==> src/design/ffha_pkg.sv <==
// Shared types, codes and constants of the first-fit heap allocator.
`timescale 1ns / 1ps
package ffha_pkg;

  // Parameter defaults
  localparam int POOL_BYTES_DEF   = 16384;
  localparam int HEADER_BYTES_DEF = 4;
  localparam int POOL_COUNT_DEF   = 2;

  // Fixed field widths
  localparam int CMD_W     = 3;
  localparam int REQ_W     = 15;
  localparam int FOFF_W    = 14;
  localparam int CFG_W     = 15;
  localparam int CFG_IDX_W = 2;
  localparam int ST_W      = 2;
  localparam int CNT_W     = 13;
  localparam int TOT_W     = 15;
  localparam int PCT_W     = 7;
  localparam int PCT_FULL  = 100;

  // Alignment masks for request rounding
  localparam logic [REQ_W-1:0] ALIGN4_MASK = REQ_W'(3);
  localparam logic [REQ_W-1:0] ALIGN8_MASK = REQ_W'(7);

  // Configuration register indexes
  localparam logic [CFG_IDX_W-1:0] REG_POOL0_BYTES   = 2'd0;
  localparam logic [CFG_IDX_W-1:0] REG_POOL1_BYTES   = 2'd1;
  localparam logic [CFG_IDX_W-1:0] REG_ALIGN_EIGHT   = 2'd2;
  localparam logic [CFG_IDX_W-1:0] REG_MERGE_ON_FREE = 2'd3;

  // Command codes
  localparam logic [CMD_W-1:0] CMD_INIT    = 3'd0;
  localparam logic [CMD_W-1:0] CMD_ALLOC   = 3'd1;
  localparam logic [CMD_W-1:0] CMD_FREE    = 3'd2;
  localparam logic [CMD_W-1:0] CMD_DEFRAG  = 3'd3;
  localparam logic [CMD_W-1:0] CMD_MONITOR = 3'd4;

  typedef enum logic [ST_W-1:0] {
    ST_DONE    = 2'd0,
    ST_NOFIT   = 2'd1,
    ST_IGNORED = 2'd2
  } res_status_t;

  // Datapath operations issued by the controller
  typedef enum logic [4:0] {
    OP_NONE,
    OP_LATCH,
    OP_TOKEN,
    OP_INIT,
    OP_READ_OFF,
    OP_ADV,
    OP_NOFIT,
    OP_SPLIT,
    OP_TAKE_SIZE,
    OP_TAKE_WHOLE,
    OP_FREE_WR,
    OP_AB_START,
    OP_READ_NXT,
    OP_AB_ADD,
    OP_AB_WRITE,
    OP_ADV_CUR,
    OP_DONE,
    OP_ACC,
    OP_DIV_USED,
    OP_UPCT,
    OP_DIV_FRAG,
    OP_FPCT
  } dp_op_t;

  typedef struct packed {
    dp_op_t op;
    logic   publish;
  } ctl_cmd_t;

  typedef struct packed {
    logic [CMD_W-1:0] cmd;
    logic             zero_req;
    logic             bad;
    logic             pool_ready;
    logic             handle_void;
    logic             merge_en;
    logic             hdr_used;
    logic             fits;
    logic             can_split;
    logic             match;
    logic             nxt_ok_hdr;
    logic             nxt_ok_cur;
    logic             ft_nz;
    logic             div_done;
  } dp_sts_t;

  typedef struct packed {
    logic [CMD_W-1:0]  command;
    logic              pool_index;
    logic [REQ_W-1:0]  request_size;
    logic [FOFF_W-1:0] free_offset;
    logic              free_is_token;
    logic              free_is_null;
  } in_item_t;

  typedef struct packed {
    res_status_t       status;
    logic [FOFF_W-1:0] data_offset;
    logic              zero_token;
    logic [CNT_W-1:0]  free_count;
    logic [CNT_W-1:0]  used_count;
    logic [TOT_W-1:0]  free_total;
    logic [TOT_W-1:0]  free_largest;
    logic [PCT_W-1:0]  used_percent;
    logic [PCT_W-1:0]  frag_percent;
  } res_item_t;

endpackage

==> src/design/ffha_ctrl.sv <==
// Controller: sequences each command over the datapath and runs the handshakes.
`timescale 1ns / 1ps
module ffha_ctrl (
  input  logic               clk,
  input  logic               rst_n,
  input  logic               in_valid,
  output logic               in_ready,
  output logic               out_valid,
  input  logic               out_ready,
  input  ffha_pkg::dp_sts_t  sts,
  output ffha_pkg::ctl_cmd_t ctl
);
  import ffha_pkg::*;

  typedef enum logic [3:0] {
    S_IDLE,
    S_DEC,
    S_RD,
    S_EV,
    S_TAKE,
    S_AB_CHK,
    S_AB_EV,
    S_AB_END,
    S_DIV1,
    S_DW1,
    S_DIV2,
    S_DW2,
    S_RESP
  } state_t;

  state_t state_r, state_nxt;
  logic   out_valid_r, out_valid_nxt;

  // Next state and datapath operation
  always_comb begin
    state_nxt   = state_r;
    ctl.op      = OP_NONE;
    ctl.publish = 1'b0;
    case (state_r)
      S_IDLE: begin
        if (in_valid) begin
          ctl.op    = OP_LATCH;
          state_nxt = S_DEC;
        end
      end
      S_DEC: begin
        state_nxt = S_RESP;
        if (sts.zero_req) begin
          ctl.op = OP_TOKEN;
        end else if (sts.bad) begin
          ctl.op = OP_NONE;
        end else if (sts.cmd == CMD_INIT) begin
          ctl.op = OP_INIT;
        end else if (!sts.pool_ready) begin
          ctl.op = OP_NONE;
        end else if (sts.cmd == CMD_FREE && sts.handle_void) begin
          ctl.op = OP_NONE;
        end else begin
          ctl.op    = OP_READ_OFF;
          state_nxt = S_EV;
        end
      end
      S_RD: begin
        ctl.op    = OP_READ_OFF;
        state_nxt = S_EV;
      end
      S_EV: begin
        case (sts.cmd)
          CMD_ALLOC: begin
            if (!sts.hdr_used && sts.fits) begin
              ctl.op    = sts.can_split ? OP_SPLIT : OP_TAKE_WHOLE;
              state_nxt = sts.can_split ? S_TAKE : S_RESP;
            end else if (sts.nxt_ok_hdr) begin
              ctl.op    = OP_ADV;
              state_nxt = S_RD;
            end else begin
              ctl.op    = OP_NOFIT;
              state_nxt = S_RESP;
            end
          end
          CMD_FREE: begin
            if (sts.match) begin
              ctl.op    = sts.merge_en ? OP_AB_START : OP_FREE_WR;
              state_nxt = sts.merge_en ? S_AB_CHK : S_RESP;
            end else if (sts.nxt_ok_hdr) begin
              ctl.op    = OP_ADV;
              state_nxt = S_RD;
            end else begin
              state_nxt = S_RESP;
            end
          end
          CMD_DEFRAG: begin
            if (!sts.hdr_used) begin
              ctl.op    = OP_AB_START;
              state_nxt = S_AB_CHK;
            end else if (sts.nxt_ok_hdr) begin
              ctl.op    = OP_ADV;
              state_nxt = S_RD;
            end else begin
              ctl.op    = OP_DONE;
              state_nxt = S_RESP;
            end
          end
          default: begin
            ctl.op    = OP_ACC;
            state_nxt = sts.nxt_ok_hdr ? S_RD : S_DIV1;
          end
        endcase
      end
      S_TAKE: begin
        ctl.op    = OP_TAKE_SIZE;
        state_nxt = S_RESP;
      end
      S_AB_CHK: begin
        if (sts.nxt_ok_cur) begin
          ctl.op    = OP_READ_NXT;
          state_nxt = S_AB_EV;
        end else begin
          ctl.op    = OP_AB_WRITE;
          state_nxt = S_AB_END;
        end
      end
      S_AB_EV: begin
        if (sts.hdr_used) begin
          ctl.op    = OP_AB_WRITE;
          state_nxt = S_AB_END;
        end else begin
          ctl.op    = OP_AB_ADD;
          state_nxt = S_AB_CHK;
        end
      end
      S_AB_END: begin
        // Defragment resumes the walk after the merged entry
        if (sts.cmd == CMD_DEFRAG && sts.nxt_ok_cur) begin
          ctl.op    = OP_ADV_CUR;
          state_nxt = S_RD;
        end else begin
          ctl.op    = OP_DONE;
          state_nxt = S_RESP;
        end
      end
      S_DIV1: begin
        ctl.op    = OP_DIV_USED;
        state_nxt = S_DW1;
      end
      S_DW1: begin
        if (sts.div_done) begin
          ctl.op    = OP_UPCT;
          state_nxt = sts.ft_nz ? S_DIV2 : S_RESP;
        end
      end
      S_DIV2: begin
        ctl.op    = OP_DIV_FRAG;
        state_nxt = S_DW2;
      end
      S_DW2: begin
        if (sts.div_done) begin
          ctl.op    = OP_FPCT;
          state_nxt = S_RESP;
        end
      end
      S_RESP: begin
        // Publish once the output register is free
        if (!out_valid_r || out_ready) begin
          ctl.publish = 1'b1;
          state_nxt   = S_IDLE;
        end
      end
      default: state_nxt = S_IDLE;
    endcase
  end

  always_comb begin
    if (ctl.publish) begin
      out_valid_nxt = 1'b1;
    end else if (out_ready) begin
      out_valid_nxt = 1'b0;
    end else begin
      out_valid_nxt = out_valid_r;
    end
  end

  always_ff @(posedge clk) begin
    if (!rst_n) begin
      state_r     <= S_IDLE;
      out_valid_r <= 1'b0;
    end else begin
      state_r     <= state_nxt;
      out_valid_r <= out_valid_nxt;
    end
  end

  assign in_ready  = (state_r == S_IDLE);
  assign out_valid = out_valid_r;

  // Never overwrite a result still waiting for transfer
  a_no_overwrite: assert property (@(posedge clk) disable iff (!rst_n)
    ctl.publish |-> (!out_valid_r || out_ready))
    else $error("result overwritten before transfer");

  // Merging only happens for free and defragment
  a_merge_cmd: assert property (@(posedge clk) disable iff (!rst_n)
    (state_r == S_AB_CHK) |-> (sts.cmd == CMD_FREE || sts.cmd == CMD_DEFRAG))
    else $error("merge entered for wrong command");

  // An accepted command is decoded next cycle
  a_accept_dec: assert property (@(posedge clk) disable iff (!rst_n)
    (in_valid && in_ready) |=> (state_r == S_DEC))
    else $error("accepted command not decoded");

endmodule

==> config.mk <==
export PLATFORM = sky130hd
export DESIGN_NAME = ffha_ctrl
export DESIGN_NICKNAME = d
export VERILOG_FILES = /design/src/design/ffha_pkg.sv /design/src/design/ffha_ctrl.sv
export SDC_FILE = /design/constraint.sdc
export NUM_CORES = 1
export LEC_CHECK = 0
export ABC_AREA = 1
export CORE_MARGIN = 4
export CORE_UTILIZATION = 45
export DETAILED_ROUTE_END_ITERATION = 7
export DONT_BUFFER_PORTS = 1
export PLACE_DENSITY = 0.59
export SLEW_MARGIN = 10
export SYNTH_ARGS = -nofsm -noshare
export SYNTH_HDL_FRONTEND = slang
export SYNTH_SLANG_ARGS = --single-unit
==> constraint.sdc <==
create_clock -name clk -period 3.1 [get_ports clk]
set_input_delay 0.465 -clock clk [delete_from_list [all_inputs] [get_ports clk]]
set_output_delay 0.465 -clock clk [all_outputs]
set_load 0.01 [all_outputs]
### After elaboration in Yosys (flattened, before gate mapping)

Cells that the tools add are included.

* output and inout bits: 8
* flip-flop bits (word level): 5
* word-level logic and storage cells: 78
* latch bits: 0
* memories: 0
* bits in writable memories: 0
* memory bits (read-only): 0

* multiplexer cells: 47
* multipliers: 0
* equal/unequal tests: 19
* reductions and logical operators: 10
* bitwise operators: 0
* order comparisons: 0
* $add $sub $neg: 0
* divide/modulo/power cells: 0
* shift-type cells: 0

Operators with widths (count)
* 4-bit 2-to-1 mux: 20
* 5-bit one-hot mux with 12 select lines: 1
* 4-bit one-hot mux with 13 select lines: 1
* 5-bit 2-to-1 mux: 5
* 3-bit 2-to-1 mux: 7
* 4-bit equality test (second input constant): 5
* 4-bit by 3-bit equality test with 1-bit output (second input constant): 4
* 5-bit one-hot mux with 3 select lines: 1
* 4-bit one-hot mux with 3 select lines: 1
* 4-bit by 2-bit equality test with 1-bit output (second input constant): 2
* 2-bit 2-to-1 mux: 4
* 2-bit != test (second input constant): 4
* 1-bit 2-to-1 mux: 7
* 3-bit by 2-bit equality test with 1-bit output (second input constant): 2
* 4-bit by 1-bit equality test with 1-bit output (second input constant): 1
* 4-bit zero test: 1
* 4-bit AND reduction: 1
* 3-bit by 1-bit equality test with 1-bit output (second input constant): 1
* 1-bit logical AND: 3
* 3-bit zero test: 1
* 1-bit zero test: 2
* 2-bit nonzero test: 1
* 1-bit logical OR: 1

### Logic depth before layout (Yosys ltp)

* word-level depth: 8
* mapped depth: 10
* gate-level depth less buffers: 10

### Worst setup path after synthesis

Ideal clock, no wire load.

* path kind: input to output
* start: input sts[13] in the netlist's numbering
* end: output ctl[5] in the netlist's numbering
* slack: 1479 ps
* data arrival time: 1156 ps
* buffers on the path: 0
* stages on the path: 3
* cells stage by stage: o21ai_0 > a21oi_1 > o221ai_1

RTL lines
* start, declared: line ffha_ctrl.sv:10 `input ffha_pkg::dp_sts_t sts,`
* end, declared: line ffha_ctrl.sv:11 `output ffha_pkg::ctl_cmd_t ctl`

==> impl_metrics.csv <==
group,metric,value,unit
drt,via_per_inst,5.416,
synthesis,post-synth-top-area-cell,"sky130_fd_sc_hd__nand2_1",
cts,cts.path.max_buffers,2,
worst_hold_path,timing.hold.worst.class,"in2reg",
sta,rsz0062_at_grt,"no",
synthesis,synth_enable_flop_cells,0,
cts,cts-resized-gates,0,
finish,diodes,0,
drt,first_pass_iters,4,
drt,final_wirelength,2449,µm
global_route,antenna_violations_before_repair,0,
sta,max_freq,492.5,MHz
placed_design,placed_cell_areas,883.3,µm²
floorplanning,starting_utilization_of_the_core_area,49.01,%
floorplanning,dieWidth,51.83,µm
placed_design,final_estimated_routing_congestion_in_global_placement,1.005,
worst_hold_path,hold_path_startpoint,"sts[0]",
synthesis,postSynthRegisterBits,5,
setup_path,cp_top_family,"simple AND/OR/NAND/NOR gates",
sta,final_count_of_hold_timing_violations,0,
synthesis,synth_flop_cell,"sky130_fd_sc_hd__dfxtp_1",
cts,htree_levels,1,
cts,skew_pair_late_insertion_delay,0.24,ns
floorplanning,floorplan.io_pins,28,
setup_path,worstSetupStartpointType,"flop",
floorplanning,floorplan.die.height,51.83,µm
drt,remaining_drc_errors,0,
synthesis,synth_largest_type_area_fraction,23.44,%
synthesis,synth_cell_type_count,24,
finish,num-fill-cells,208,
synthesis,post_synth_inst_count,170,
placed_design,place.detailed.hpwl,2128,µm
placed_design,placement.io_buffers,0,
finish,fraction_of_layout_cells_with_a_size_suffix_above_1,9.884,%
power_and_ir_drop,leakage_power_total,0.4532,nW
global_route,wire_length_of_the_first_global_routing_pass,4153,µm
setup_path,critPathCaptureType,"output pin",
finish,nets,193,
floorplanning,dieArea,2686,µm²
synthesis,postSynth.asyncResetShare,0,%
setup_path,reg2regPathDepth,9,
cts,clock-root-buffer,"sky130_fd_sc_hd__clkbuf_4",
global_route,grt_pass1_vias,941,
synthesis,synth.yosys.seq_area_share,11.58,%
setup_path,worstPathMaxFanout,7,
synthesis,synth_area,864.6,µm²
cts,hold_buffers,0,
synthesis,syn-mean-instance-area,5.086,µm²
global_route,largest_net_degree_at_the_start_of_global_routing,9,
setup_path,worstReg2RegStart,"state_r[2]$_SDFFE_PN0P_",
sta,setup_viol,0,
setup_path,worstReg2RegEnd,"state_r[0]$_SDFFE_PN0P_",
drt,antenna_left,0,
synthesis,mappedNetlistNets,190,
sta,min_period,2.031,ns
global_route,grt_usage,19.99,%
finish,area_growth_syn_to_layout,5.210,%
synthesis,ys_top_cells_by_area,"sky130_fd_sc_hd__nand2_1, sky130_fd_sc_hd__dfxtp_1, sky130_fd_sc_hd__inv_1, sky130_fd_sc_hd__nor2_1, sky130_fd_sc_hd__nand3_1",
setup_path,critPathSlowestCell,"sky130_fd_sc_hd__dfxtp_1",
synthesis,post-synth-top-count-cell,"sky130_fd_sc_hd__nand2_1",
run_status,outcome,"complete, no violations",
setup_path,required_arrival_time_at_the_worst_endpoint,2.63,ns
synthesis,post_synth_most_frequent_cells,"sky130_fd_sc_hd__nand2_1, sky130_fd_sc_hd__inv_1, sky130_fd_sc_hd__nor2_1",
cts,cts_bufs_inserted,3,
setup_path,path_cells,"inv_1, nor2_4, inv_1, nor2_1, nand2_1, nand2_1, a211oi_1, nand4_1",
finish,register_area,100.1,µm²
sta,timing.max_slew.rel_slack,62.00,%
sta,fin_crit_sh,65.50,%
drt,routed-via-count,1067,
cts,cts_setup_buffers,0,
finish,finish.instance_area,909.6,µm²
setup_path,regToRegSetupSlack,1.58,ns
sta,tns,0,ns
finish,area_taken_by_multi_input_logic_gates,650.6,µm²
worst_hold_path,hold_path_end,"state_r[1]$_SDFFE_PN0P_",
flow_run,cap_viol_max_count,0,
floorplanning,total_core_area,1764,µm²
setup_path,critical_path_class,"reg2out",
drt,wire_per_inst,12.43,µm
worst_hold_path,min_delay_path_depth,3,
floorplanning,placementRows,15,
cts,cts.reportedPaths.clkPinSlew,0.05,ns
synthesis,yosysWarningCount,0,
cts,tritoncts,"built",
sta,final.setup_skew,0.006777,ns
setup_path,cp_slowest_stage_delay,0.38,ns
drt,initialDrtViolationCount,71,
setup_path,timing.critical_path.arrival,1.57,ns
power_and_ir_drop,ir_drop,0.3895,mV
global_route,global_route.overflow_total,0,
power_and_ir_drop,power,0.5022,mW
cts,cts_sinks,5,
sta,tightestPinTransition,0.5641,ns
setup_path,cp_buf_inv_count,2,
power_and_ir_drop,power_per_cell_area,552.1,nW/µm²
sta,drv_slew,0,
area by class of cell:
class	instances	share of cell area (%)
multi-input combinational	136	71.53
inverter	27	11.14
sequential	5	11.00
tap	25	3.439
clock buffer	4	2.889
cell usage in the layout, fill, tap and decap left out, types with 2 or more instances in the layout:
| cell type | instances |
|---|---|
| sky130_fd_sc_hd__nor3_1 | 4 |
| sky130_fd_sc_hd__clkbuf_4 | 3 |
| sky130_fd_sc_hd__nor2_4 | 4 |
| sky130_fd_sc_hd__o221ai_1 | 2 |
| sky130_fd_sc_hd__nor2_2 | 3 |
| sky130_fd_sc_hd__o21ai_0 | 6 |
| sky130_fd_sc_hd__inv_1 | 24 |
| sky130_fd_sc_hd__nand2_1 | 54 |
| sky130_fd_sc_hd__nor2_1 | 24 |
| sky130_fd_sc_hd__a21oi_2 | 2 |
| sky130_fd_sc_hd__nand4_1 | 3 |
| sky130_fd_sc_hd__dfxtp_1 | 5 |
| sky130_fd_sc_hd__a21oi_1 | 10 |
| sky130_fd_sc_hd__inv_2 | 3 |
| sky130_fd_sc_hd__nand3_1 | 16 |
report_power, final:
part	total (mW)	switching, mW	internal, mW
sequential	0.0987	0.0181	0.0806
clock	0.0747	0.0261	0.0486
combinational	0.329	0.230	0.0993
total	0.502	0.274	0.229
worst max-delay path by stage:
| stage | to | start | slack, ns | cells after the start |
|---|---|---|---|---|
| CTS | ctl[1] | state_r[3]$_SDFFE_PN0P_ | 1.07 | 8 |
| global placement | ctl[5] | sts[13] | 1.24 | 3 |
| detailed placement | ctl[5] | sts[13] | 1.28 | 3 |
| finish | ctl[1] | state_r[3]$_SDFFE_PN0P_ | 1.07 | 8 |
| floorplan | ctl[5] | sts[13] | 1.48 | 3 |
| global route | ctl[4] | state_r[3]$_SDFFE_PN0P_ | 0.89 | 7 |
state kept, by name, summed over array words and instances, names as in the netlist:
register   count
state_r        4
out_valid      1
per-layer routing:
layer / GRT usage, % / share of wire, % / vias to the layer above
li1: - / - / 550
met4: 4.803 / 0.57 / 0
met2: 27.20 / 41 / 45
met3: 7.163 / 9.9 / 2
met5: 0 / 0 / -
met1: 29.24 / 48 / 470
cell families after synthesis:
kind of cell	synth area share, %
flops	11.58
compound gates	18.38
simple gates	56.88
buf+inv	13.17
worst register-to-register path, stage by stage (launching register included):
cell                      delay (ns)
sky130_fd_sc_hd__dfxtp_1        0.35
sky130_fd_sc_hd__nor2_1         0.26
sky130_fd_sc_hd__inv_2          0.12
sky130_fd_sc_hd__nor2_4         0.16
sky130_fd_sc_hd__nand3_1        0.14
sky130_fd_sc_hd__nand2_1        0.09
sky130_fd_sc_hd__inv_1          0.05
sky130_fd_sc_hd__nand3_1        0.09
sky130_fd_sc_hd__nand2_1        0.06
sky130_fd_sc_hd__a21oi_1        0.12
through the flow:
stage | cells | hold slack (ns) | utilization, % | setup slack (ns)
after floorplan | 170 | 0.5802 | - | 1.480
after global placement | 193 | 0.6206 | 50.07 | 1.242
after detailed placement | 193 | 0.6190 | 50.07 | 1.281
after CTS | 197 | 0.4133 | 51.56 | 1.072
after global routing | 197 | 0.4081 | 51.56 | 0.8887
final | 197 | 0.4248 | 51.56 | 1.069
(Power assumes the default switching activity.)
