**config.mk**
```make
export PLATFORM = sky130hd
export DESIGN_NAME = ffha_div
export DESIGN_NICKNAME = d
export VERILOG_FILES = /design/src/design/ffha_div.sv
export SDC_FILE = /design/constraint.sdc
export NUM_CORES = 1
export LEC_CHECK = 0
export BUFFER_PORTS_ARGS = -buffer_cell sky130_fd_sc_hd__buf_2
export CORE_UTILIZATION = 56
export DETAILED_ROUTE_END_ITERATION = 8
export GPL_TIMING_DRIVEN = 0
export PLACE_DENSITY = 0.81
export SLEW_MARGIN = 30
export SYNTH_ARGS = -nofsm -noshare
export SYNTH_HDL_FRONTEND = slang
export SYNTH_SLANG_ARGS = --single-unit
```
**constraint.sdc**
```tcl
create_clock -name clk -period 2.85 [get_ports clk]
set_input_delay 0.285 -clock clk [delete_from_list [all_inputs] [get_ports clk]]
set_output_delay 0.285 -clock clk [all_outputs]
set_load 0.005 [all_outputs]
```
**src/design/ffha_div.sv**
```systemverilog
// Restoring divider, one quotient bit per cycle.
`timescale 1ns / 1ps
module ffha_div #(
  parameter int DVW = 23,
  parameter int DSW = 16
) (
  input  logic           clk,
  input  logic           rst_n,
  input  logic           start,
  input  logic [DVW-1:0] dividend,
  input  logic [DSW-1:0] divisor,
  output logic           done,
  output logic [DVW-1:0] quotient
);
  localparam int CTW = $clog2(DVW + 1);

  logic [DSW-1:0] rem_r, rem_nxt;
  logic [DVW-1:0] quo_r, quo_nxt;
  logic [DSW-1:0] dsr_r;
  logic [CTW-1:0] cnt_r, cnt_nxt;
  logic           done_r, done_nxt;
  logic [DSW:0]   shifted;
  logic [DSW:0]   diff;

  // Trial subtract of the shifted remainder
  always_comb begin
    shifted = {rem_r, quo_r[DVW-1]};
    diff    = shifted - {1'b0, dsr_r};
    rem_nxt = rem_r;
    quo_nxt = quo_r;
    cnt_nxt = cnt_r;
    done_nxt = 1'b0;
    if (start) begin
      rem_nxt = '0;
      quo_nxt = dividend;
      cnt_nxt = CTW'(DVW);
    end else if (cnt_r != '0) begin
      rem_nxt = diff[DSW] ? shifted[DSW-1:0] : diff[DSW-1:0];
      quo_nxt = {quo_r[DVW-2:0], ~diff[DSW]};
      cnt_nxt = cnt_r - CTW'(1);
      done_nxt = (cnt_r == CTW'(1));
    end
  end

  always_ff @(posedge clk) begin
    if (!rst_n) begin
      cnt_r  <= '0;
      done_r <= 1'b0;
    end else begin
      cnt_r  <= cnt_nxt;
      done_r <= done_nxt;
    end
    rem_r <= rem_nxt;
    quo_r <= quo_nxt;
    if (start) begin
      dsr_r <= divisor;
    end
  end

  assign done     = done_r;
  assign quotient = quo_r;

endmodule

```
# Word level (Yosys, flattened, before mapping)
# Index checks and enable logic that the tools add are counted.
[op_classes]
n_addsub = 2
eq_ne = 1
muxes = 5
n_bitwise = 3
reduce_logical = 4
[ops]
columns = ["cell", "n"]
rows = [
  ["23-bit 2-to-1 mux", 2],
  ["17-bit by 16-bit subtractor with 17-bit output", 1],
  ["16-bit 2-to-1 mux", 1],
  ["5-bit 2-to-1 mux", 2],
  ["5-bit by 1-bit equality test with 1-bit output, second input constant", 1],
  ["5-bit nonzero test", 1],
  ["5-bit by 1-bit subtractor with 5-bit output, second input constant", 1],
  ["1-bit NOT", 3],
  ["3-bit OR reduction", 1],
  ["2-bit nonzero test", 1],
  ["2-bit OR reduction", 1],
]
[word_totals]
regBits = 61
input_bits = 42
out_inout_bits = 24

# Logic depth before layout (Yosys ltp)
# Gate-level depths: netlist (run 1).
[logic_depth]
ltp_word = 4
mapped_depth = 11
mapped_depth_nobuf = 9

# Worst setup path before layout (run 1)
# No wires, ideal clock.
[synth_path]
kind = "reg2reg"
start = "register quo_r[22] (netlist: quotient[22])"
end = "register quo_r[0] (netlist: quotient[0]), data pin"
t_arrival_ps = 2316
slack_ps = 274
stages_incl_launch_ff = 11
synth_period_minus_slack_ps = 2576
path_cell_list = "edfxtp_1 > inv_1 > ha_1 > fa_1 > nor2b_4 > o31ai_2 > a211oi_4 > o21a_1 > buf_4 > nand2_2 > mux2_2"
[synth_via]
elab_chain_len = 4
[synth_lines]
columns = ["element", "line_no", "text"]
rows = [
  ["from (decl)", "18", "logic [DVW-1:0] quo_r, quo_nxt;"],
  ["from (signal assigned)", "54", "quo_r <= quo_nxt;"],
  ["17-bit by 16-bit subtractor with 17-bit output", "28", "diff = shifted - {1'b0, dsr_r};"],
  ["1-bit NOT", "39", "quo_nxt = {quo_r[DVW-2:0], ~diff[DSW]};"],
  ["23-bit 2-to-1 mux", "37", "end else if (cnt_r != '0) begin"],
  ["23-bit 2-to-1 mux", "33", "if (start) begin"],
  ["named net quo_nxt[0]", "18", ""],
]
# The timed path passes the listed nets, and every way through them passes these cells. The select of a mux whose other input is x is not followed.
# A chain may end at the register's enable or synchronous reset.

# Worst setup path after layout (run 1)
# Ends and elaborated chain as after synthesis.

==> impl_metrics.csv, run 1 <==
group,metric,value,unit
critical_path,crit_family,"compound AO/OA/AOI/OAI gates",
critical_path,critPathMaxFanout,10,
sta,tightest_slew,0.880,ns
yosys,synth_flop_cell,"edfxtp_1",
critical_path,endpoint_kind,"register",
sta,maxSlewHeadroom,0.413,
yosys,synth_most_common_cell,"edfxtp_1",
yosys,syn-cell-area,0.00355,mm^2
die,initial_core_util,0.589,
yosys,synth-async-reset-ratio,0,
yosys,ys_seq_area_frac,0.454,
die,core-area,0.00603,mm^2
clock_network,clk_path_buf_depth,2,
global_route,first_global_vias,2887,
flow_run,cap_violations,0,
sta,hold_viol,0,
place,hpwl,5850,um
routing,routedWlPerCell,16.9,um
critical_path,path_cells,"inv_1 > ha_1 > fa_2 > nor2b_4 > o31ai_4 > a211oi_4 > o21a_1 > buf_4 > nand2_2 > mux2_2",
die,die_w,81.6,um
cells_and_area,area_growth,17.6,%
cells_and_area,layout-drive-gt1-share,0.303,
critical_path,cp-startpoint,"quotient[22]",
yosys,syn_inst,332,
global_route,grt_max_degree,24,
clock_network,cts_sinks,61,
critical_path,cp.depth,10,
sta,fmax,0.373,GHz
min_path,hold_class,"in -> reg",
sta,skew,0.0105,ns
die,die-area,0.00667,mm^2
routing,first_iter_violations,227,
sta,finalCritPeriodShare,0.941,
critical_path,reg2reg_depth,10,
min_path,hold_path_depth,1,
critical_path,arrival,2.78,ns
routing,dr.pass1.iters,5,
critical_path,cpMaxStageDelayCell,"fa_2",
critical_path,required,2.95,ns
clock_network,htreeDepth,3,
routing,vias,2911,
yosys,synth-edff-count,39,
global_route,antenna_found_initial,0,
critical_path,critical_path_class,"reg -> reg",
yosys,synthTopCellsByCount,"edfxtp_1 (39), nor2_1 (27), mux2_2 (23)",
sta,slew_viol_final,0,
yosys,synth-seq-cells,61,
place,gp_congestion,0.872,
die,rows,28,
power_and_ir_drop,p_leak,1.81,nW
yosys,synth_fp_nets,394,
die,ios,66,
critical_path,r2r-start,"quotient[22]",
cells_and_area,diodes,0,
die,fp.dieH,81.6,um
yosys,synth.largest_area_cell,"edfxtp_1",
sta,hold-worst-slack,0.111,ns
routing,routed_wl,8290,um
min_path,hold_start,"divisor[9]",
power_and_ir_drop,power_density,804,mW/mm^2
clock_network,cts_buffers,9,
critical_path,critPathLaunchType,"register",
yosys,synth_top_area_frac,0.330,
sta,layout_min_cycle_time,2.68,ns
power_and_ir_drop,vdd_drop_max,464,uV
clock_network,worstSkewPairLatency,0.35,ns
global_route,track_usage,0.270,
sta,fin_tns_setup,0,ns
run_status,outcome,"finished clean",
critical_path,critical_path.n_buffers_inverters,2,
global_route,grt_overflow,0,
sta,final-setup-viol-count,0,
place,port_buffers,65,
global_route,grt_pass1_wl,13400,um
routing,via_per_inst,5.93,
clock_network,cts_root_buf,"clkbuf_8",
yosys,synth.area.top_cells,"edfxtp_1 (33%), dfxtp_1 (12%), mux2_2 (7.3%), ha_1 (6.7%), nor2_1 (2.9%)",
routing,drc_errors,0,
yosys,synthDistinctLibCells,66,
sta,rsz0062_at_grt,"no",
yosys,synth.avg_cell_area,10.7,um^2
critical_path,crit_path_max_incr_delay,0.38,ns
cells_and_area,nets,473,
clock_network,cts_tree,"yes",
clock_network,path_clk_slew,0.08,ns
yosys,yosysWarnings,0,
routing,ant_nets,0,
[area by class of cell]
type,instances,area [um^2]
Fill cell,472,1850
Clock inverter,7,50.0
Sequential cell,61,1610
Buffer,16,81.3
Inverter,21,78.8
Timing Repair Buffer,68,348
Clock buffer,9,124
Tap cell,75,93.8
Multi-Input combinational cell,234,1790
[metrics by stage]
| step | std cells | power, mW | setup slack (ns) | instance area, um^2 | util |
|---|---|---|---|---|---|
| floorplan | 332 | 2.26 | 0.274 | 3550 | - |
| global placement | 472 | 2.57 | 0.0200 | 3970 | 0.659 |
| detailed placement | 472 | 2.62 | -0.0228 | 3970 | 0.659 |
| CTS | 491 | 3.32 | 0.0418 | 4170 | 0.692 |
| global route | 491 | 3.54 | 0.0467 | 4180 | 0.694 |
| finish | 491 | 3.36 | 0.169 | 4180 | 0.694 |
[worst register-to-register path, stage by stage, from the launching register on]
cell and delay, ns:
edfxtp_1 0.35, inv_1 0.07, ha_1 0.23, fa_2 0.38, nor2b_4 0.17, o31ai_4 0.10, a211oi_4 0.33, o21a_1 0.20
buf_4 0.19, nand2_2 0.14, mux2_2 0.29
[registers in the layout (all words and copies together) (netlist names)]
register,cells
quotient,23
dsr_r,16
rem_r,16
cnt_r,5
done,1
[metal layers]
layer	track usage	vias to the layer above	wire, um
li1	-	1401	-
met1	0.344	1399	3580
met4	0.112	0	131
met5	0	-	0
met3	0.0522	14	417
met2	0.449	97	4160
[cell families (layout without fill, tap and decap cells)]
family                     after synthesis  count (layout)  share of synthesized area
DFF                                     61              61                      0.454
AOI/OAI and AO/OA                       90              90                      0.190
buffers and inverters                   37             121                     0.0451
xor gates and xnor gates                11              11                     0.0271
muxes                                   24              24                     0.0757
and+or+nand+nor                         89              89                      0.136
adders and majority gates               20              20                     0.0726
[placed cells by master, fill, tap and decap left out, types with 4 or more instances in the layout]
cell,count
nand2b_1,4
o21a_1,10
buf_2,67
inv_1,21
nor3b_1,7
edfxtp_1,39
or3_1,4
buf_4,6
nor3_1,5
o21ai_0,11
a211oi_1,5
a21o_1,8
buf_1,4
clkbuf_1,6
o211ai_1,5
xnor2_1,7
nor2_1,27
nand3b_1,5
o21ai_1,4
a31oi_1,5
nand2_1,11
o221ai_1,4
mux2_2,23
ha_1,19
a21oi_1,11
dfxtp_1,22
clkbuf_8,9
nand3_1,6
xor2_1,4
[path summary, 6_finish.rpt]
check,endpoint,slack (ns)
max,quotient[0],0.17
min reg2reg,rem_r[2],0.54
max reg2reg,quotient[0],0.17
min,dsr_r[9],0.11
[where the power goes]
group	internal (mW)	leakage, nW	switching [mW]
Clock	0.316	0.0816	0.382
Combinational	0.625	1.15	0.802
Sequential	1.12	0.580	0.115
Total	2.06	1.81	1.30
[timing repair]
action / CTS / global route
resized for setup: 0 / 2
hold endpoints to repair: 0 / 0
endpoints found under the setup margin: 1 / 11
pin swaps: 1 / 1
hold buffers: 0 / 0
buffers inserted: 3 / 0
Power figures use the tool's default switching activity.
==> run 2: changes to the inputs <==
--- a/config.mk
+++ b/config.mk
@@ -5,11 +5,12 @@
 export SDC_FILE = /design/constraint.sdc
 export NUM_CORES = 1
 export LEC_CHECK = 0
+export ABC_AREA = 1
 export BUFFER_PORTS_ARGS = -buffer_cell sky130_fd_sc_hd__buf_2
-export CORE_UTILIZATION = 56
+export CORE_UTILIZATION = 57
 export DETAILED_ROUTE_END_ITERATION = 8
 export GPL_TIMING_DRIVEN = 0
-export PLACE_DENSITY = 0.81
+export PLACE_DENSITY = 0.82
 export SLEW_MARGIN = 30
 export SYNTH_ARGS = -nofsm -noshare
 export SYNTH_HDL_FRONTEND = slang
==> run 2 against run 1 <==
Net effect: the flow now finishes with violations (DRC); sequential share of layout area is 2.8 points lower; register-to-register slack better by 0.34 ns; synthesized cell count rose by 59%; critical endpoint is now rem_r[0]; final cell count increased by 40%.
==> impl_metrics.csv, run 2 <==
group,metric,value,unit
sta,rsz0062_at_grt,"no",
sta,final-setup-viol-count,0,
sta,layout_min_cycle_time,2.34,ns
die,rows,29,
flow_run,cap_violations,0,
critical_path,required,3.15,ns
critical_path,critical_path_class,"reg -> reg",
clock_network,cts_tree,"yes",
die,core-area,0.00646,mm^2
power_and_ir_drop,power_density,842,mW/mm^2
place,dp.cells,669,
min_path,hold_class,"in -> reg",
clock_network,cts_root_buf,"clkbuf_8",
yosys,synth_most_common_cell,"nand2_1",
critical_path,endpoint_kind,"register",
yosys,synth.avg_cell_area,7.35,um^2
clock_network,htreeDepth,3,
yosys,syn_inst,527,
cells_and_area,layout-drive-gt1-share,0.189,
sta,finalCritPeriodShare,0.821,
critical_path,critPathLaunchType,"register",
sta,fmax,0.427,GHz
die,fp.dieH,84.4,um
clock_network,ctsResizeCount,0,
sta,skew,0.0116,ns
routing,via_per_inst,5.09,
routing,first_iter_violations,154,
global_route,grt_overflow,0,
routing,vias,3486,
routing,routedWlPerCell,12.4,um
cells_and_area,fin_cells,685,
clock_network,post_cts_buffers,0,
clock_network,cts_sinks,61,
cells_and_area,largest_reg_flops,23,
yosys,synth-async-reset-ratio,0,
yosys,synth-seq-cells,61,
cells_and_area,layout_common_cells,"nand2_1 (198), inv_1 (108), buf_2 (66)",
yosys,syn-cell-area,0.00387,mm^2
yosys,synth_fp_nets,589,
yosys,ys_seq_area_frac,0.416,
die,ios,66,
die,die_w,84.4,um
clock_network,worstSkewPairLatency,0.35,ns
global_route,grt_pass1_wl,14400,um
sta,tightest_slew,0.839,ns
place,port_buffers,65,
global_route,antenna_found_initial,0,
yosys,synth-edff-count,39,
yosys,synthTopCellsByCount,"nand2_1 (198), inv_1 (108), nand3_1 (40)",
clock_network,ctsHoldBuffers,0,
routing,dr.pass1.iters,6,
routing,ant_nets,0,
cells_and_area,nets,665,
run_status,violations,"DRC",
run_status,outcome,"finished, violations left",
power_and_ir_drop,vdd_drop_max,417,uV
clock_network,clk_path_buf_depth,2,
routing,routed_wl,8510,um
yosys,synth.largest_area_cell,"edfxtp_1",
place,hpwl,6340,um
sta,slew_viol_final,0,
cells_and_area,diodes,0,
clock_network,cts_buffers,9,
global_route,grt_max_degree,24,
die,initial_core_util,0.600,
yosys,yosysWarnings,0,
cells_and_area,multi_input_area,0.00178,mm^2
yosys,synthDistinctLibCells,30,
cells_and_area,regArea,0.00161,mm^2
yosys,synth.area.top_cells,"edfxtp_1 (30%), nand2_1 (19%), dfxtp_1 (11%), inv_1 (10%), ha_1 (6.1%)",
sta,hold_viol,0,
cells_and_area,final_common_cell,"nand2_1",
yosys,synth_flop_cell,"edfxtp_1",
global_route,first_global_vias,3437,
yosys,synth_top_area_frac,0.302,
die,die-area,0.00713,mm^2
sta,fin_tns_setup,0,ns
global_route,track_usage,0.259,
clock_network,path_clk_slew,0.08,ns
power_and_ir_drop,p_leak,2.61,nW
routing,drc_errors,2,
critical_path,critPathMaxFanout,10,
sta,maxSlewHeadroom,0.440,
critical_path,arrival,2.64,ns
place,gp_congestion,0.927,
cells_and_area,area_growth,16.4,%
cells_and_area,fillCellCount,518,
-- run 2: cell types whose count changed after synthesis, moves of 7 or more --
cell / before / now
nand3_1: 6 / 40
nor3b_1: 7 / 0
nand3_2: 0 / 13
nand2_1: 11 / 198
nor2_1: 27 / 15
o21a_1: 10 / 0
mux2_2: 23 / 0
a21o_1: 8 / 0
inv_1: 21 / 108
o21ai_0: 11 / 20
-- run 2: cell type report --
cell class / count / share of cell area
clock inverters: 6 / 0.0194
repair buffers: 65 / 0.0721
inverters: 110 / 0.0916
well taps: 77 / 0.0214
multi-input cells: 344 / 0.395
plain buffers: 12 / 0.0153
flip-flops and latches: 61 / 0.357
clock buffers: 10 / 0.0283
-- run 2: cells by family after synthesis --
family                   Yosys count  share of synthesized area
AND/OR/NAND/NOR                  286                      0.333
buffers and inverters            122                      0.124
adder cells (fa/ha/maj)           20                     0.0666
flip-flops                        61                      0.416
XOR/XNOR                           6                     0.0136
AO/OA/AOI/OAI                     32                     0.0465
-- run 2: worst max-delay path: stages, from the launching register on --
cell and delay, ns:
edfxtp_1 0.39, inv_1 0.06, ha_1 0.23, fa_1 0.41, inv_1 0.12, nand2_1 0.06, nand2_1 0.09, nand3_2 0.09
nand2_2 0.13, nand2_4 0.08, nand2_4 0.09, nand2_4 0.05, nand2_2 0.18, nand2_1 0.10, nand3_1 0.09, nand2_1 0.07
inv_1 0.05
-- run 2: power breakdown --
part	total (mW)	switching (mW)	leakage, nW	internal, mW
logic	1.69	1.06	1.92	0.630
registers	1.25	0.130	0.588	1.12
clock network	0.858	0.368	0.0985	0.491
-- run 2: final timing paths --
path           startpoint         to  slack, ns  depth (start not counted)
min           divisor[10]  dsr_r[10]       0.10                          1
max          quotient[22]   rem_r[0]       0.51                         16
min reg2reg      cnt_r[4]       done       0.54                          3
max reg2reg  quotient[22]   rem_r[0]       0.51                         16
-- run 2: metrics by stage --
stage / area [um^2] / total power [mW] / hold slack [ns] / setup WS, ns / util
after floorplan: 3870 / 2.53 / 0.384 / 0.789 / -
after global placement: 4290 / 2.87 / 0.461 / 0.607 / 0.665
after detailed placement: 4290 / 2.92 / 0.463 / 0.525 / 0.665
after CTS: 4510 / 3.79 / 0.0907 / 0.513 / 0.698
after global routing: 4510 / 4.07 / 0.0877 / 0.327 / 0.698
final: 4510 / 3.80 / 0.102 / 0.510 / 0.698
-- run 2: metal layers --
metal / up-vias / share of wire / global-route usage
met5: - / 0 / 0
met4: 0 / 0.028 / 0.131
met3: 27 / 0.062 / 0.0669
met2: 105 / 0.46 / 0.445
met1: 1581 / 0.45 / 0.299
li1: 1773 / - / -
==> run 3: changes to the inputs <==
--- a/config.mk
+++ b/config.mk
@@ -7,10 +7,10 @@
 export LEC_CHECK = 0
 export ABC_AREA = 1
 export BUFFER_PORTS_ARGS = -buffer_cell sky130_fd_sc_hd__buf_2
-export CORE_UTILIZATION = 57
+export CORE_UTILIZATION = 51
 export DETAILED_ROUTE_END_ITERATION = 8
 export GPL_TIMING_DRIVEN = 0
-export PLACE_DENSITY = 0.82
+export PLACE_DENSITY = 0.77
 export SLEW_MARGIN = 30
 export SYNTH_ARGS = -nofsm -noshare
 export SYNTH_HDL_FRONTEND = slang
==> constraint.sdc (replaced) <==
create_clock -name clk -period 2 [get_ports clk]
set_input_delay 0.2 -clock clk [delete_from_list [all_inputs] [get_ports clk]]
set_output_delay 0.2 -clock clk [all_outputs]
set_load 0.005 [all_outputs]
==> run 3 against run 2 <==
Net effect: critical endpoint is now rem_r[15]; clock-buffer cell count stayed put; die area is 11% higher; first-iteration DRC count is 34% higher; largest power group unchanged; the run ends with setup timing left.
==> impl_metrics.csv, run 3 (same netlist as run 2, synthesis figures left out) <==
group,metric,value,unit
routing,drc_errors,0,
sta,rsz0062_at_grt,"yes",
global_route,antenna_found_initial,0,
clock_network,path_clk_slew,0.07,ns
clock_network,htreeDepth,3,
global_route,track_usage,0.249,
routing,via_per_inst,4.95,
routing,first_iter_violations,206,
cells_and_area,nets,679,
critical_path,endpoint_kind,"register",
critical_path,cp-startpoint,"quotient[22]",
die,die-area,0.00795,mm^2
routing,routedWlPerCell,12.6,um
sta,final-setup-viol-count,11,
global_route,grt_overflow,0,
run_status,outcome,"finished, violations left",
die,fp.dieH,89.1,um
sta,slew_viol_final,0,
routing,routed_wl,9110,um
die,ios,66,
sta,hold-worst-slack,0.0233,ns
clock_network,cts_sinks,61,
cells_and_area,layout-drive-gt1-share,0.238,
power_and_ir_drop,power,5.62,mW
power_and_ir_drop,power_density,1180,mW/mm^2
critical_path,arrival,2.30,ns
min_path,hold_start,"divisor[5]",
place,hpwl,6360,um
min_path,hold_class,"in -> reg",
sta,layout_min_cycle_time,2.05,ns
clock_network,cts_tree,"yes",
flow_run,cap_violations,0,
sta,maxSlewHeadroom,0.638,
clock_network,cts_root_buf,"clkbuf_8",
sta,fin_tns_setup,-0.435,ns
place,pre_cts_slack,-0.219,ns
routing,dr.pass1.iters,4,
sta,hold_viol,0,
cells_and_area,largest_reg_flops,23,
cells_and_area,final_util,0.652,
critical_path,required,2.25,ns
global_route,grt_pass1_wl,14800,um
global_route,grt_max_degree,24,
sta,fin_ws,-0.0548,ns
critical_path,critPathLaunchType,"register",
global_route,first_global_vias,3430,
cells_and_area,area_growth,22.7,%
die,rows,31,
clock_network,cts_buffers,9,
cells_and_area,final_common_cell,"nand2_1",
critical_path,critPathMaxFanout,5,
place,gp_congestion,0.905,
die,die_w,89.1,um
power_and_ir_drop,vdd_drop_max,530,uV
die,initial_core_util,0.531,
run_status,violations,"setup timing",
sta,fmax,0.487,GHz
critical_path,r2r-start,"quotient[22]",
place,port_buffers,65,
cells_and_area,layout_common_cells,"nand2_1 (195), inv_1 (106), buf_2 (66)",
clock_network,clk_path_buf_depth,2,
routing,ant_nets,0,
clock_network,worstSkewPairLatency,0.35,ns
cells_and_area,diodes,0,
sta,tightest_slew,0.543,ns
routing,vias,3570,
sta,skew,0.00592,ns
critical_path,critical_path_class,"reg -> reg",
power_and_ir_drop,p_leak,2.72,nW
die,core-area,0.00729,mm^2
sta,finalCritPeriodShare,1.03,
==> run 3: path summary, 6_finish.rpt <==
check              end  slack (ns)  cells after the start
min reg2reg       done        0.53                      3
min           dsr_r[5]        0.02                      1
max reg2reg  rem_r[15]       -0.05                     16
max          rem_r[15]       -0.05                     16
==> run 3: timing repair <==
action                     4_1_cts  5_1_grt
gates resized for setup         15       11
setup endpoints to repair       40       40
hold buffers                     0        0
pin swaps                        2        4
buffers inserted                 7        5
cloned                           0        2
==> run 3: metal layers <==
metal	wire (um)	track usage
met4	143	0.104
met5	0	0
met3	581	0.0766
met1	3960	0.291
met2	4430	0.426
==> run 3: layout make-up <==
| cell class | count | area [um^2] |
|---|---|---|
| repair buffers | 78 | 440 |
| flip-flops and latches | 61 | 1610 |
| clock buffers | 10 | 128 |
| repair inverters | 1 | 7.51 |
| plain buffers | 12 | 77.6 |
| inverters | 110 | 417 |
| fillers | 659 | 2540 |
| well taps | 99 | 124 |
| clock inverters | 6 | 63.8 |
| multi-input cells | 344 | 1880 |
==> run 3: metrics by stage <==
stage	std cells	area [um^2]
floorplan	527	3870
global placement	691	4320
detailed placement	691	4320
CTS	714	4640
global route	721	4750
finish	721	4750
==> run 3: where the power goes <==
| group | internal [mW] | switching (mW) | total [mW] |
|---|---|---|---|
| clock | 0.573 | 0.522 | 1.10 |
| sequential | 1.60 | 0.180 | 1.78 |
| combinational | 1.08 | 1.66 | 2.75 |
| total | 3.26 | 2.37 | 5.62 |
==> run 3: worst max-delay path, stage by stage, from the launching register on <==
cell and delay (ns):
edfxtp_1 0.35, inv_1 0.05, ha_2 0.19, fa_2 0.35, inv_2 0.07, nand2_2 0.06, nand2_4 0.08, nand3_4 0.07
nand2_4 0.09, nand2_4 0.07, nand2_4 0.09, nand2_4 0.08, clkbuf_16 0.17, nand3_2 0.06, nand3_2 0.07, nand2_1 0.06
inv_1 0.03
